$ cat src/design/lcbcc_pkg.sv
// Shared types, constants and the sequencer program store for the load-cell
// balance to control-change converter. No dependencies.
package lcbcc_pkg;

   // Field and storage widths.
   localparam int unsigned CellWidth   = 16;
   localparam int unsigned SumWidth    = 18;
   localparam int unsigned CcWidth     = 7;
   localparam int unsigned ValueWidth  = 7;
   localparam int unsigned ChanWidth   = 5;
   localparam int unsigned CsrWidth    = 28;
   localparam int unsigned DivWidth    = 24;
   localparam int unsigned PcWidth     = 5;
   localparam int unsigned NumSlots    = 7;
   localparam int unsigned SlotWidth   = 3;

   // Behavior constants.
   localparam logic [SumWidth-1:0]   MinTotal    = 18'd100;
   localparam logic [7:0]            NothingSent = 8'hFF;
   localparam logic [CsrWidth-1:0]   ResetCorner = '0;
   localparam logic [CcWidth-1:0]    ResetTotal  = 7'd40;
   localparam logic [CcWidth-1:0]    ResetX      = 7'd41;
   localparam logic [CcWidth-1:0]    ResetY      = 7'd42;
   localparam logic [CellWidth-1:0]  ResetScale  = 16'd40000;
   localparam logic [ChanWidth-1:0]  ResetChan   = 5'd1;

   // Configuration register indexes.
   typedef enum logic [2:0] {
      CSR_BOARD_ENABLE = 3'd0,
      CSR_CORNER_CC    = 3'd1,
      CSR_TOTAL_CC     = 3'd2,
      CSR_X_CC         = 3'd3,
      CSR_Y_CC         = 3'd4,
      CSR_FULL_SCALE   = 3'd5,
      CSR_CHANNEL      = 3'd6
   } csr_index_type;

   // Output slots, in message order.
   typedef enum logic [SlotWidth-1:0] {
      SLOT_TL    = 3'd0,
      SLOT_TR    = 3'd1,
      SLOT_BL    = 3'd2,
      SLOT_BR    = 3'd3,
      SLOT_TOTAL = 3'd4,
      SLOT_X     = 3'd5,
      SLOT_Y     = 3'd6
   } slot_type;

   // Microcode operations.
   typedef enum logic [2:0] {
      OP_WAIT   = 3'd0,  // take a report when one is offered
      OP_LOAD   = 3'd1,  // set up divider operands for the slot
      OP_DIV    = 3'd2,  // one quotient bit a cycle, holds until done
      OP_LIGHT  = 3'd3,  // jump to target when the total is light
      OP_EMIT   = 3'd4,  // send the slot's message if it is due
      OP_JUMP   = 3'd5   // unconditional jump to target
   } op_type;

   typedef struct packed {
      op_type                 op;
      slot_type               slot;
      logic [PcWidth-1:0]     target;
   } ctl_word_type;

   localparam logic [PcWidth-1:0] PcEmitStart = 5'd16;
   localparam logic [PcWidth-1:0] PcIdle      = 5'd0;

   function automatic ctl_word_type program_word(input logic [PcWidth-1:0] pc);
      ctl_word_type w;
      w = '{op: OP_JUMP, slot: SLOT_TL, target: PcIdle};
      case (pc)
         5'd0:  w = '{op: OP_WAIT,  slot: SLOT_TL,    target: PcIdle};
         5'd1:  w = '{op: OP_LOAD,  slot: SLOT_TL,    target: PcIdle};
         5'd2:  w = '{op: OP_DIV,   slot: SLOT_TL,    target: PcIdle};
         5'd3:  w = '{op: OP_LOAD,  slot: SLOT_TR,    target: PcIdle};
         5'd4:  w = '{op: OP_DIV,   slot: SLOT_TR,    target: PcIdle};
         5'd5:  w = '{op: OP_LOAD,  slot: SLOT_BL,    target: PcIdle};
         5'd6:  w = '{op: OP_DIV,   slot: SLOT_BL,    target: PcIdle};
         5'd7:  w = '{op: OP_LOAD,  slot: SLOT_BR,    target: PcIdle};
         5'd8:  w = '{op: OP_DIV,   slot: SLOT_BR,    target: PcIdle};
         5'd9:  w = '{op: OP_LOAD,  slot: SLOT_TOTAL, target: PcIdle};
         5'd10: w = '{op: OP_DIV,   slot: SLOT_TOTAL, target: PcIdle};
         5'd11: w = '{op: OP_LIGHT, slot: SLOT_TL,    target: PcEmitStart};
         5'd12: w = '{op: OP_LOAD,  slot: SLOT_X,     target: PcIdle};
         5'd13: w = '{op: OP_DIV,   slot: SLOT_X,     target: PcIdle};
         5'd14: w = '{op: OP_LOAD,  slot: SLOT_Y,     target: PcIdle};
         5'd15: w = '{op: OP_DIV,   slot: SLOT_Y,     target: PcIdle};
         5'd16: w = '{op: OP_EMIT,  slot: SLOT_TL,    target: PcIdle};
         5'd17: w = '{op: OP_EMIT,  slot: SLOT_TR,    target: PcIdle};
         5'd18: w = '{op: OP_EMIT,  slot: SLOT_BL,    target: PcIdle};
         5'd19: w = '{op: OP_EMIT,  slot: SLOT_BR,    target: PcIdle};
         5'd20: w = '{op: OP_EMIT,  slot: SLOT_TOTAL, target: PcIdle};
         5'd21: w = '{op: OP_EMIT,  slot: SLOT_X,     target: PcIdle};
         5'd22: w = '{op: OP_EMIT,  slot: SLOT_Y,     target: PcIdle};
         default: w = '{op: OP_JUMP, slot: SLOT_TL,   target: PcIdle};
      endcase
      return w;
   endfunction

endpackage

$ cat src/design/load_cell_balance_to_cc.sv
// Top level of the load-cell balance to control-change converter.
// Depends on lcbcc_pkg for widths, register indexes and the microcode program.

// One report of four load-cell readings becomes up to seven MIDI control-change
// words, sent in the order top-left, top-right, bottom-left, bottom-right,
// total, left/right balance and front/back balance. A word goes out only when
// its controller number is nonzero and its value differs from the last value
// sent for that output; the final word of a report carries last_of_run. The
// balance outputs are only considered while the total is above 100; under a
// light load the two balance divisions are skipped. A due word waits while the
// result side is stalled. The single shared divider produces one quotient bit
// per cycle, seven bits plus one setup step per output, walked through by a
// small microcoded sequencer. A new report is taken only when the sequencer is
// back at its wait step. With board_enable clear, reports are taken and dropped.
// Configuration is written through a plain write port; the user must write it
// only while the block is idle, which the block itself does not enforce.
module load_cell_balance_to_cc
   import lcbcc_pkg::*;
(
   input  logic                  clock,
   input  logic                  reset,

   input  logic                  req_valid,
   output logic                  req_stall,
   input  logic [CellWidth-1:0]  req_top_left,
   input  logic [CellWidth-1:0]  req_top_right,
   input  logic [CellWidth-1:0]  req_bottom_left,
   input  logic [CellWidth-1:0]  req_bottom_right,

   output logic                  rsp_valid,
   input  logic                  rsp_stall,
   output logic [CcWidth-1:0]    rsp_controller_number,
   output logic [ValueWidth-1:0] rsp_control_value,
   output logic [ChanWidth-1:0]  rsp_channel,
   output logic                  rsp_last_of_run,

   input  logic                  csr_write_enable,
   input  logic [2:0]            csr_index,
   input  logic [CsrWidth-1:0]   csr_write_data
);

   // Configuration registers.
   logic                  board_enable_ff;
   logic [CsrWidth-1:0]   corner_cc_ff;
   logic [CcWidth-1:0]    sum_cc_ff;
   logic [CcWidth-1:0]    x_cc_ff;
   logic [CcWidth-1:0]    y_cc_ff;
   logic [CellWidth-1:0]  full_scale_ff;
   logic [ChanWidth-1:0]  channel_ff;

   // Sequencer and datapath state.
   logic [PcWidth-1:0]    pc_ff, pc_in;
   logic [CellWidth-1:0]  cell_ff [4];
   logic [CellWidth-1:0]  cell_in [4];
   logic [SumWidth-1:0]   sum_ff, sum_in;
   logic                  heavy_ff, heavy_in;
   logic [DivWidth-1:0]   rem_ff, rem_in;
   logic [DivWidth-1:0]   dsh_ff, dsh_in;
   logic [ValueWidth-1:0] quot_ff, quot_in;
   logic [2:0]            bit_cnt_ff, bit_cnt_in;
   logic [ValueWidth-1:0] value_ff [NumSlots];
   logic [ValueWidth-1:0] value_in [NumSlots];
   logic [7:0]            last_ff [NumSlots];
   logic [7:0]            last_in [NumSlots];

   // Result register.
   logic                  rsp_valid_ff, rsp_valid_in;
   logic [CcWidth-1:0]    rsp_cc_ff, rsp_cc_in;
   logic [ValueWidth-1:0] rsp_value_ff, rsp_value_in;
   logic [ChanWidth-1:0]  rsp_chan_ff, rsp_chan_in;
   logic                  rsp_last_ff, rsp_last_in;

   ctl_word_type          ctl;
   logic [CcWidth-1:0]    slot_cc [NumSlots];
   logic [NumSlots-1:0]   due;
   logic [NumSlots-1:0]   later_due;
   logic                  out_free;

   // Divider operand setup.
   logic [SumWidth-1:0]   op_num;
   logic [SumWidth-1:0]   op_lim;
   logic [SumWidth-1:0]   op_clamped;
   logic [SumWidth+6:0]   op_times;
   logic [DivWidth-1:0]   trial;
   logic                  trial_ok;

   assign ctl = program_word(pc_ff);

   // Configuration writes.
   always_ff @(posedge clock) begin
      if (reset) begin
         board_enable_ff <= 1'b0;
         corner_cc_ff    <= ResetCorner;
         sum_cc_ff       <= ResetTotal;
         x_cc_ff         <= ResetX;
         y_cc_ff         <= ResetY;
         full_scale_ff   <= ResetScale;
         channel_ff      <= ResetChan;
      end else if (csr_write_enable) begin
         case (csr_index)
            CSR_BOARD_ENABLE: board_enable_ff <= csr_write_data[0];
            CSR_CORNER_CC:    corner_cc_ff    <= csr_write_data;
            CSR_TOTAL_CC:     sum_cc_ff       <= csr_write_data[CcWidth-1:0];
            CSR_X_CC:         x_cc_ff         <= csr_write_data[CcWidth-1:0];
            CSR_Y_CC:         y_cc_ff         <= csr_write_data[CcWidth-1:0];
            CSR_FULL_SCALE:   full_scale_ff   <= csr_write_data[CellWidth-1:0];
            CSR_CHANNEL:      channel_ff      <= csr_write_data[ChanWidth-1:0];
            default: ;
         endcase
      end
   end

   // Controller number of each slot.
   always_comb begin
      for (int i = 0; i < 4; i++) begin
         slot_cc[i] = corner_cc_ff[i*CcWidth +: CcWidth];
      end
      slot_cc[SLOT_TOTAL] = sum_cc_ff;
      slot_cc[SLOT_X]     = x_cc_ff;
      slot_cc[SLOT_Y]     = y_cc_ff;
   end

   // A slot is due when it has a controller, a new value, and (for the
   // balance outputs) the load is heavy enough. later_due flags whether any
   // slot after this one will still send, which decides last_of_run.
   always_comb begin
      for (int i = 0; i < NumSlots; i++) begin
         due[i] = (slot_cc[i] != '0) && ({1'b0, value_ff[i]} != last_ff[i])
                  && ((i < int'(SLOT_X)) || heavy_ff);
      end
      later_due[NumSlots-1] = 1'b0;
      for (int i = NumSlots - 2; i >= 0; i--) begin
         later_due[i] = later_due[i+1] | due[i+1];
      end
   end

   assign out_free = !rsp_valid_ff || !rsp_stall;

   // Operand selection for the slot being loaded. A zero limit turns into
   // 0 divided by 1 so that the quotient comes out as zero.
   always_comb begin
      op_num = '0;
      op_lim = '0;
      case (ctl.slot)
         SLOT_TL, SLOT_TR, SLOT_BL, SLOT_BR: begin
            op_num = {2'b00, cell_ff[ctl.slot[1:0]]};
            op_lim = {4'b0000, full_scale_ff[CellWidth-1:2]};
         end
         SLOT_TOTAL: begin
            op_num = sum_ff;
            op_lim = {2'b00, full_scale_ff};
         end
         SLOT_X: begin
            op_num = SumWidth'(cell_ff[2'(SLOT_TR)]) + SumWidth'(cell_ff[2'(SLOT_BR)]);
            op_lim = sum_ff;
         end
         SLOT_Y: begin
            op_num = SumWidth'(cell_ff[2'(SLOT_TL)]) + SumWidth'(cell_ff[2'(SLOT_TR)]);
            op_lim = sum_ff;
         end
         default: ;
      endcase
      op_clamped = (op_num > op_lim) ? op_lim : op_num;
      op_times   = {op_clamped, 7'b0000000} - {7'b0000000, op_clamped};
   end

   assign trial_ok = rem_ff >= dsh_ff;
   assign trial    = rem_ff - dsh_ff;

   // Sequencer: executes one control word per cycle.
   always_comb begin
      pc_in        = pc_ff;
      cell_in      = cell_ff;
      sum_in       = sum_ff;
      heavy_in     = heavy_ff;
      rem_in       = rem_ff;
      dsh_in       = dsh_ff;
      quot_in      = quot_ff;
      bit_cnt_in   = bit_cnt_ff;
      value_in     = value_ff;
      last_in      = last_ff;
      rsp_valid_in = rsp_valid_ff && rsp_stall;
      rsp_cc_in    = rsp_cc_ff;
      rsp_value_in = rsp_value_ff;
      rsp_chan_in  = rsp_chan_ff;
      rsp_last_in  = rsp_last_ff;

      unique case (ctl.op)
         OP_WAIT: begin
            if (req_valid) begin
               cell_in[2'(SLOT_TL)] = req_top_left;
               cell_in[2'(SLOT_TR)] = req_top_right;
               cell_in[2'(SLOT_BL)] = req_bottom_left;
               cell_in[2'(SLOT_BR)] = req_bottom_right;
               sum_in = SumWidth'(req_top_left) + SumWidth'(req_top_right)
                        + SumWidth'(req_bottom_left) + SumWidth'(req_bottom_right);
               heavy_in = sum_in > MinTotal;
               if (board_enable_ff) begin
                  pc_in = pc_ff + 1'b1;
               end
            end
         end
         OP_LOAD: begin
            if (op_lim == '0) begin
               rem_in = '0;
               dsh_in = DivWidth'(1) << (ValueWidth - 1);
            end else begin
               rem_in = op_times[DivWidth-1:0];
               dsh_in = {op_lim, 6'b000000};
            end
            quot_in    = '0;
            bit_cnt_in = 3'(ValueWidth - 1);
            pc_in      = pc_ff + 1'b1;
         end
         OP_DIV: begin
            rem_in     = trial_ok ? trial : rem_ff;
            dsh_in     = dsh_ff >> 1;
            quot_in    = {quot_ff[ValueWidth-2:0], trial_ok};
            bit_cnt_in = bit_cnt_ff - 1'b1;
            if (bit_cnt_ff == '0) begin
               value_in[ctl.slot] = quot_in;
               pc_in = pc_ff + 1'b1;
            end
         end
         OP_LIGHT: begin
            pc_in = heavy_ff ? pc_ff + 1'b1 : ctl.target;
         end
         OP_EMIT: begin
            if (!due[ctl.slot]) begin
               pc_in = pc_ff + 1'b1;
            end else if (out_free) begin
               rsp_valid_in     = 1'b1;
               rsp_cc_in        = slot_cc[ctl.slot];
               rsp_value_in     = value_ff[ctl.slot];
               rsp_chan_in      = channel_ff;
               rsp_last_in      = !later_due[ctl.slot];
               last_in[ctl.slot] = {1'b0, value_ff[ctl.slot]};
               pc_in = pc_ff + 1'b1;
            end
         end
         OP_JUMP: begin
            pc_in = ctl.target;
         end
         default: pc_in = PcIdle;
      endcase
   end

   always_ff @(posedge clock) begin
      if (reset) begin
         pc_ff        <= PcIdle;
         rsp_valid_ff <= 1'b0;
         for (int i = 0; i < NumSlots; i++) begin
            last_ff[i] <= NothingSent;
         end
      end else begin
         pc_ff        <= pc_in;
         rsp_valid_ff <= rsp_valid_in;
         last_ff      <= last_in;
      end
   end

   always_ff @(posedge clock) begin
      cell_ff      <= cell_in;
      sum_ff       <= sum_in;
      heavy_ff     <= heavy_in;
      rem_ff       <= rem_in;
      dsh_ff       <= dsh_in;
      quot_ff      <= quot_in;
      bit_cnt_ff   <= bit_cnt_in;
      value_ff     <= value_in;
      rsp_cc_ff    <= rsp_cc_in;
      rsp_value_ff <= rsp_value_in;
      rsp_chan_ff  <= rsp_chan_in;
      rsp_last_ff  <= rsp_last_in;
   end

   assign req_stall             = ctl.op != OP_WAIT;
   assign rsp_valid             = rsp_valid_ff;
   assign rsp_controller_number = rsp_cc_ff;
   assign rsp_control_value     = rsp_value_ff;
   assign rsp_channel           = rsp_chan_ff;
   assign rsp_last_of_run       = rsp_last_ff;

endmodule
$ cat config.mk
export PLATFORM = sky130hd
export DESIGN_NAME = load_cell_balance_to_cc
export DESIGN_NICKNAME = d
export VERILOG_FILES = /design/src/design/lcbcc_pkg.sv /design/src/design/load_cell_balance_to_cc.sv
export SDC_FILE = /design/constraint.sdc
export NUM_CORES = 1
export LEC_CHECK = 0
export ABC_CLOCK_PERIOD_IN_PS = 10600
export CORE_MARGIN = 3
export CORE_UTILIZATION = 50
export CTS_CLUSTER_SIZE = 10
export DETAILED_ROUTE_END_ITERATION = 10
export DONT_BUFFER_PORTS = 1
export GPL_TIMING_DRIVEN = 0
export PLACE_DENSITY = 0.69
export SLEW_MARGIN = 20
export SYNTH_ARGS = -nofsm -noshare
export SYNTH_HDL_FRONTEND = slang
export SYNTH_SLANG_ARGS = --single-unit
$ cat constraint.sdc
create_clock -name clock -period 10.6 [get_ports clock]
set_clock_uncertainty 0.05 [all_clocks]
set_input_delay 2.12 -clock clock [delete_from_list [all_inputs] [get_ports clock]]
set_output_delay 2.12 -clock clock [all_outputs]
set_load 0.03 [all_outputs]
==> flow_summary.json, run 1 <==
{
  "worst_path_most_repeated_cell": "a21oi_1",
  "max_stage_delay_ns": 0.52,
  "grt.overflow.total": 0,
  "io_pins": 122,
  "synth_nets": 2128,
  "hp-start": "channel_ff[3]",
  "synth.distinct_cells": 85,
  "routed-via-count": 15100,
  "tightest_slew_ns": 1.02,
  "cts.clk_slew.worst_paths_ns": 0.05,
  "h-tree-depth": 2,
  "layout-drive-gt1-share": 0.0804,
  "cts_sinks": 349,
  "post_drt_via_cell_ratio": 6.07,
  "clock_path_buffers": 3,
  "fin_crit_sh": 0.926,
  "synth_top_cell_area_share": 0.317,
  "slowest_stage": "dfxtp_1",
  "synth-seq-area-share": 0.459,
  "multiInputGateArea_sq_mm": 0.0102,
  "drv_slew": 0,
  "wl_per_cell_um": 22.2,
  "final.min_clock_period_ns": 9.82,
  "ys_warn_count": 0,
  "ant_nets": 0,
  "setup_ws_ns": 0.784,
  "design.die.area_sq_mm": 0.0420,
  "reg2reg_from": "ctl[6]",
  "yosysMostFrequentCell": "nand2_1",
  "ys_async_sr_fraction": 0,
  "cp-end-kind": "register",
  "hp-class": "reg2reg",
  "place.gp.congestion": 0.940,
  "tns_ns": 0,
  "antenna_found_initial": 0,
  "drc_errors": 0,
  "syn_area_sq_mm": 0.0198,
  "ys_top_cells_by_count": "nand2_1 (289), edfxtp_1 (209), dfxtp_1 (140), a21oi_1 (138), nor2_1 (116)",
  "setup_violations": 0,
  "syn_avg_cell_area_sq_um": 10.4,
  "synthTopCellsByArea": "edfxtp_1 (32%), dfxtp_1 (14%), ha_1 (6.1%)",
  "holdWs_ns": 0.378,
  "finalHoldViolations": 0,
  "die_x_um": 205,
  "syn2layout_area_growth_pct": 10.4,
  "maxSlewHeadroom": 0.323,
  "r2r_cells": 36,
  "rrSetupSlack_ns": 0.78,
  "finalNetCount": 2176,
  "drv_cap": 0,
  "start_kind": "register",
  "grt_usage": 0.264,
  "max_freq_mhz": 102,
  "leakagePower_nw": 8.53,
  "dpl.hpwl_mm": 42.4,
  "routed_wl_mm": 55.4,
  "n_antenna_cell": 0,
  "synth_edf_count": 209,
  "required_ns": 10.82,
  "start_util": 0.509,
  "worstPathMaxFanout": 18,
  "hold_buffers": 0,
  "rsz0062_at_grt": "false",
  "synth_top_area_cell": "edfxtp_1",
  "cts_made_buffers": 42,
  "firstDrtPassIters": 8,
  "dp_slack_ns": 0.227,
  "holdPathEnd": "rsp_channel[3]",
  "grt_first_pass_wirelength_mm": 86.0,
  "die_y_um": 205,
  "min_path_cells": 0,
  "yosys_most_used_dff": "edfxtp_1",
  "fill_cells": 3365,
  "cts_tree": "done",
  "path_class": "reg2reg",
  "coreArea_sq_mm": 0.0389,
  "grt_pass1_vias": 14900,
  "critPathArrivalTime_ns": 10.03,
  "reg2reg_to": "rem_ff[20]",
  "p_per_area_mw_per_mm2": 183,
  "grt_max_degree": 47,
  "insertion_delay_ns": 0.58,
  "status": "finished clean",
  "clockRootBuffer": "clkbuf_16",
  "dr.first_iter.drc_count": 1175,
  "seq_area_sq_mm": 0.00908,
  "synth_seq_cells": 349,
  "num_rows": 72,
  "vdd_ir_drop_max_mv": 0.160,
  "io_buffers": 0,
  "synthCells": 1898
}
[timing repair]
action                                  in CTS  in global routing
gates resized for setup                      0                  1
setup buffers                                0                  0
endpoints found under the setup margin       0                  9
hold endpoints to repair                     0                  0
[cells by family (layout without fill, tap and decap cells)]
logic type | after synthesis | in the layout | synth area share
buffers and inverters | 150 | 229 | 0.0305
flip-flops | 349 | 349 | 0.459
XOR/XNOR | 108 | 108 | 0.0478
adder cells (fa/ha/maj) | 130 | 130 | 0.0951
AO/OA/AOI/OAI | 406 | 406 | 0.134
AND/OR/NAND/NOR | 610 | 610 | 0.140
multiplexers | 145 | 145 | 0.0942
[final cells by class]
class / instances / area share
Clock buffer: 70 / 0.0548
Clock inverter: 5 / 0.00315
Sequential cell: 349 / 0.415
Tap cell: 518 / 0.0296
Buffer: 69 / 0.0137
Timing Repair Buffer: 5 / 0.00458
Multi-Input combinational cell: 1399 / 0.465
Inverter: 80 / 0.0137
[layout by cell type (no fill, tap or decap), drive strengths merged, types with 16 or more instances in the layout]
cell / count
clkbuf: 120
nand2: 291
a21oi: 139
o22ai: 23
o21ai: 93
dfxtp: 140
inv: 81
nor2: 116
nand3: 44
nand2b: 20
buf: 24
xor2: 56
mux2i: 93
mux2: 21
edfxtp: 209
a21o: 32
nor2b: 16
and3: 18
xnor2: 52
ha: 96
fa: 34
mux4: 31
nor3: 24
[per-stage QoR]
step | total power, mW | std cells | util | area, sq um
2_1_floorplan | 2.41 | 1898 | - | 19800
3_3_place_gp | 2.64 | 2416 | 0.525 | 20400
3_5_place_dp | 2.67 | 2421 | 0.529 | 20600
4_1_cts | 4.02 | 2496 | 0.561 | 21800
5_1_grt | 4.20 | 2495 | 0.562 | 21900
6_report | 4.01 | 2495 | 0.562 | 21900
[worst max-delay path by stage]
stage / endpoint / depth (start not counted) / from / slack [ns]
6_report: rem_ff[20] / 36 / ctl[6] / 0.78
3_5_place_dp: rem_ff[20] / 38 / ctl[5] / 0.23
2_1_floorplan: rem_ff[20] / 38 / ctl[5] / 2.54
5_1_grt: rem_ff[22] / 37 / ctl[6] / 0.11
3_3_place_gp: rem_ff[20] / 38 / ctl[5] / 0.35
4_1_cts: rem_ff[20] / 38 / ctl[5] / 0.21
[report_power, final]
group / switching [mW] / internal [mW] / leakage (nW)
registers: 0.0671 / 1.61 / 3.07
clock network: 0.569 / 0.774 / 0.607
logic: 0.597 / 0.396 / 4.85
total: 1.23 / 2.78 / 8.53
[worst max-delay path, delay by kind of cell (launching register included)]
| kind | cells | cell delay, ns |
|---|---|---|
| AOI/OAI and AO/OA | 15 | 3.59 |
| and+or+nand+nor | 10 | 2.15 |
| adders and majority gates | 4 | 1.24 |
| buffers and inverters | 4 | 1.21 |
| DFF | 1 | 0.52 |
| xor gates and xnor gates | 2 | 0.37 |
| muxes | 1 | 0.35 |
[per-layer routing]
layer	global-route usage	part of all wire	wire length (um)	vias to the layer above
met2	0.425	0.46	25700	596
met3	0.0418	0.066	3660	128
li1	-	-	-	7020
met1	0.360	0.43	23800	7404
met4	0.102	0.041	2260	0
met5	0	0	0	-
[sequential cells by signal (all words and copies together), names as in the netlist, 16 cells and up]
name,flops
rem_ff,24
last_ff,56
corner_cc_ff,28
sum_ff,18
cell_ff,64
full_scale_ff,16
value_ff,49
dsh_ff,24
(Power assumes the default switching activity.)
==> inputs of run 2 (changes only) <==
--- a/config.mk
+++ b/config.mk
@@ -6,6 +6,7 @@
 export NUM_CORES = 1
 export LEC_CHECK = 0
 export ABC_CLOCK_PERIOD_IN_PS = 10600
+export CORE_ASPECT_RATIO = 0.8
 export CORE_MARGIN = 3
 export CORE_UTILIZATION = 50
 export CTS_CLUSTER_SIZE = 10
==> flow_summary.json, run 2 (same netlist as run 1, synthesis figures left out) <==
{
  "rsz0062_at_grt": "false",
  "clock_path_buffers": 3,
  "required_ns": 10.84,
  "p_per_area_mw_per_mm2": 185,
  "dpl.hpwl_mm": 42.9,
  "layout_commonest_cell": "nand2_1",
  "cts_made_buffers": 42,
  "grt_max_degree": 53,
  "tightest_slew_ns": 1.15,
  "dr.first_iter.drc_count": 1532,
  "routed-via-count": 15200,
  "finalHoldViolations": 0,
  "io_pins": 122,
  "h-tree-depth": 2,
  "ant_nets": 0,
  "layout-drive-gt1-share": 0.0796,
  "hold_buffers": 0,
  "coreArea_sq_mm": 0.0387,
  "slowest_stage": "dfxtp_1",
  "final.min_clock_period_ns": 9.78,
  "start_kind": "register",
  "grt_first_pass_wirelength_mm": 87.2,
  "maxSlewHeadroom": 0.233,
  "start_util": 0.512,
  "utilization": 0.566,
  "vdd_ir_drop_max_mv": 0.142,
  "status": "finished clean",
  "num_rows": 64,
  "final_cell_area_sq_mm": 0.0219,
  "critPathArrivalTime_ns": 10.02,
  "fill_cells": 3280,
  "regMostFlops": "cell_ff",
  "drc_errors": 0,
  "setup_violations": 0,
  "die_x_um": 228,
  "finalNetCount": 2175,
  "worstPathMaxFanout": 18,
  "routed_wl_mm": 56.3,
  "cp-end-kind": "register",
  "drv_slew": 0,
  "cts_setup_buffers": 0,
  "fin_crit_sh": 0.923,
  "max_freq_mhz": 102,
  "clockRootBuffer": "clkbuf_16",
  "layout_common_cells": "nand2_1 (289), edfxtp_1 (209), dfxtp_1 (140), a21oi_1 (136), nor2_1 (116)",
  "path_class": "reg2reg",
  "cts_sinks": 349,
  "dpl_cell_area_sq_mm": 0.0206,
  "wl_per_cell_um": 22.5,
  "tns_ns": 0,
  "cts_resized": 0,
  "max_stage_delay_ns": 0.49,
  "antenna_found_initial": 0,
  "drv_cap": 0,
  "hp-class": "reg2reg",
  "worst_path_most_repeated_cell": "a21oi_1",
  "design.die.area_sq_mm": 0.0420,
  "grt_pass1_vias": 15000,
  "cts.clk_slew.worst_paths_ns": 0.06,
  "die_y_um": 184,
  "place.gp.congestion": 0.943,
  "cts_tree": "done",
  "grt_usage": 0.264,
  "post_drt_via_cell_ratio": 6.09,
  "leakagePower_nw": 8.51,
  "syn2layout_area_growth_pct": 10.5,
  "largest_registers": "cell_ff (64), last_ff (56), value_ff (49)",
  "io_buffers": 0,
  "firstDrtPassIters": 5,
  "insertion_delay_ns": 0.57,
  "grt.overflow.total": 0,
  "largest_reg_flops": 64
}
-- run 2: per-layer routing --
metal  wire length (um)  up-vias  share of wire  track usage
li1                   -     7003              -            -
met4               1470        0          0.026       0.0787
met3               4640      104          0.082       0.0519
met1              25100     7452           0.45        0.376
met2              25100      668           0.45        0.414
met5                  0        -              0            0
-- run 2: layout make-up --
class	instances	area (sq um)	area share
diodes	1	2.50	0.000114
plain buffers	69	300	0.0137
clock buffers	65	1160	0.0529
clock inverters	7	124	0.00566
inverters	80	300	0.0137
multi-input cells	1399	10200	0.465
flip-flops and latches	349	9080	0.415
well taps	528	661	0.0302
repair buffers	4	87.6	0.00400
-- run 2: critical path, delay by kind of cell, from the launching register on --
kind	cells	cell delay, ns
adders and majority gates	4	1.24
DFF	1	0.49
muxes	1	0.42
and+or+nand+nor	10	2.26
AOI/OAI and AO/OA	15	3.51
buffers and inverters	4	1.17
xor gates and xnor gates	2	0.33
-- run 2: per-stage QoR --
stage	power, mW	setup WS, ns	hold WS, ns	cells
4_1_cts	4.04	0.369	0.384	2502
6_report	4.05	0.818	0.384	2502
3_3_place_gp	2.64	0.489	0.365	2426
2_1_floorplan	2.41	2.54	0.358	1898
3_5_place_dp	2.68	0.333	0.370	2430
5_1_grt	4.22	0.171	0.400	2501
-- run 2: final timing paths --
path            startpoint  cells after the start             end  slack, ns
max reg2reg         ctl[6]                     36      rem_ff[20]       0.82
min          channel_ff[4]                      0  rsp_channel[4]       0.38
min reg2reg  channel_ff[4]                      0  rsp_channel[4]       0.38
max                 ctl[6]                     36      rem_ff[20]       0.82
-- run 2: power by group --
group	switching [mW]	internal, mW	total, mW
registers	0.0705	1.61	1.68
logic	0.607	0.398	1.01
clock network	0.584	0.782	1.37
==> inputs of run 3 (changes only) <==
--- a/config.mk
+++ b/config.mk
@@ -12,8 +12,8 @@
 export CTS_CLUSTER_SIZE = 10
 export DETAILED_ROUTE_END_ITERATION = 10
 export DONT_BUFFER_PORTS = 1
-export GPL_TIMING_DRIVEN = 0
 export PLACE_DENSITY = 0.69
+export REMOVE_ABC_BUFFERS = 1
 export SLEW_MARGIN = 20
 export SYNTH_ARGS = -nofsm -noshare
 export SYNTH_HDL_FRONTEND = slang
==> flow_summary.json, run 3 (same netlist as run 1, synthesis figures left out) <==
{
  "start_kind": "register",
  "post_drt_via_cell_ratio": 6.06,
  "clockRootBuffer": "clkbuf_16",
  "drv_cap": 0,
  "cts_setup_buffers": 0,
  "cts_resized": 0,
  "total_power_mw": 3.99,
  "min_path_cells": 2,
  "leakagePower_nw": 8.39,
  "maxSlewHeadroom": 0.299,
  "drc_errors": 0,
  "final.min_clock_period_ns": 8.98,
  "slowest_stage": "and2_1",
  "die_x_um": 228,
  "largest_registers": "cell_ff (64), last_ff (56), value_ff (49)",
  "layout-drive-gt1-share": 0.0829,
  "h-tree-depth": 2,
  "tightest_slew_ns": 1.05,
  "firstDrtPassIters": 5,
  "dpl_cell_area_sq_mm": 0.0203,
  "grt_first_pass_wirelength_mm": 84.0,
  "r2r_cells": 34,
  "finalNetCount": 2117,
  "worst_path_most_repeated_cell": "a21oi_1",
  "hp-start": "last_ff[55]",
  "place.gp.congestion": 0.938,
  "max_freq_mhz": 111,
  "grt_pass1_vias": 14600,
  "num_rows": 64,
  "insertion_delay_ns": 0.54,
  "setup_ws_ns": 1.62,
  "cts.clk_slew.worst_paths_ns": 0.06,
  "design.die.area_sq_mm": 0.0420,
  "holdWs_ns": 0.391,
  "clock_path_buffers": 3,
  "start_util": 0.512,
  "path_class": "reg2reg",
  "reg2reg_from": "ctl[5]",
  "critPathArrivalTime_ns": 9.18,
  "grt.overflow.total": 0,
  "routed-via-count": 14800,
  "tns_ns": 0,
  "ant_nets": 0,
  "cts_made_buffers": 42,
  "vdd_ir_drop_max_mv": 0.159,
  "dp_slack_ns": 1.71,
  "syn2layout_area_growth_pct": 8.96,
  "cp-end-kind": "register",
  "io_buffers": 0,
  "n_antenna_cell": 0,
  "die_y_um": 184,
  "finalHoldViolations": 0,
  "io_pins": 122,
  "largest_reg_flops": 64,
  "routed_wl_mm": 53.7,
  "wl_per_cell_um": 21.9,
  "regMostFlops": "cell_ff",
  "p_per_area_mw_per_mm2": 185,
  "layout_commonest_cell": "nand2_1",
  "status": "finished clean",
  "layout_common_cells": "nand2_1 (289), edfxtp_1 (209), dfxtp_1 (138), a21oi_1 (136), nor2_1 (113)",
  "antenna_found_initial": 0,
  "hp-class": "reg2reg",
  "worstPathMaxFanout": 27,
  "grt_usage": 0.253,
  "final_cell_area_sq_mm": 0.0216,
  "cts_tree": "done",
  "setup_violations": 0,
  "rsz0062_at_grt": "false",
  "fin_crit_sh": 0.847,
  "coreArea_sq_mm": 0.0387,
  "dr.first_iter.drc_count": 1491,
  "hold_buffers": 0,
  "dpl.hpwl_mm": 39.1,
  "required_ns": 10.80,
  "grt_max_degree": 84,
  "max_stage_delay_ns": 0.63,
  "drv_slew": 0,
  "cp-startpoint": "ctl[5]",
  "cts_sinks": 349
}
-- run 3: changes by cell type in the layout (fill, tap and decap cells not counted), moves of 3 or more --
cell	previous run	this run
buf_2	9	0
nor2_1	116	113
clkbuf_1	70	26
buf_1	6	0
buf_6	3	0
buf_4	2	14
nor2_2	0	3
-- run 3: path summary, 6_finish.rpt --
| check | end | slack, ns |
|---|---|---|
| min | last_ff[55] | 0.39 |
| max | rem_ff[22] | 1.62 |
| max reg2reg | rem_ff[22] | 1.62 |
| min reg2reg | last_ff[55] | 0.39 |
-- run 3: power breakdown --
| group | internal, mW | total, mW | switching (mW) |
|---|---|---|---|
| clock network | 0.775 | 1.32 | 0.549 |
| logic | 0.387 | 0.989 | 0.602 |
| registers | 1.61 | 1.68 | 0.0711 |
| total | 2.77 | 3.99 | 1.22 |
-- run 3: final cells by class --
class,instances,area (sq um)
fillers,3283,17100
multi-input cells,1399,10200
well taps,528,661
flip-flops and latches,349,9090
repair buffers,15,133
inverters,80,300
clock buffers,72,1210
clock inverters,3,22.5
-- run 3: metrics by stage --
step	std cells	util
3_5_place_dp	2370	0.525
2_1_floorplan	1828	-
4_1_cts	2445	0.557
6_report	2446	0.558
5_1_grt	2446	0.558
3_3_place_gp	2370	0.525
-- run 3: critical path: cells and delay by family (launching register included) --
family          cells  cell delay (ns)
fa+ha+maj           4             1.23
xor+xnor            2             0.32
flops               1             0.60
simple gates       12             2.76
mux                 1             0.40
compound gates     15             3.29
-- run 3: metal layers --
| metal | wire [um] | part of all wire | vias to the layer above | GRT usage |
|---|---|---|---|---|
| met5 | 0 | 0 | - | 0 |
| met4 | 1290 | 0.024 | 0 | 0.0697 |
| met3 | 4710 | 0.088 | 89 | 0.0516 |
| met2 | 23300 | 0.43 | 614 | 0.384 |
| met1 | 24400 | 0.45 | 7239 | 0.370 |
| li1 | - | - | 6891 | - |
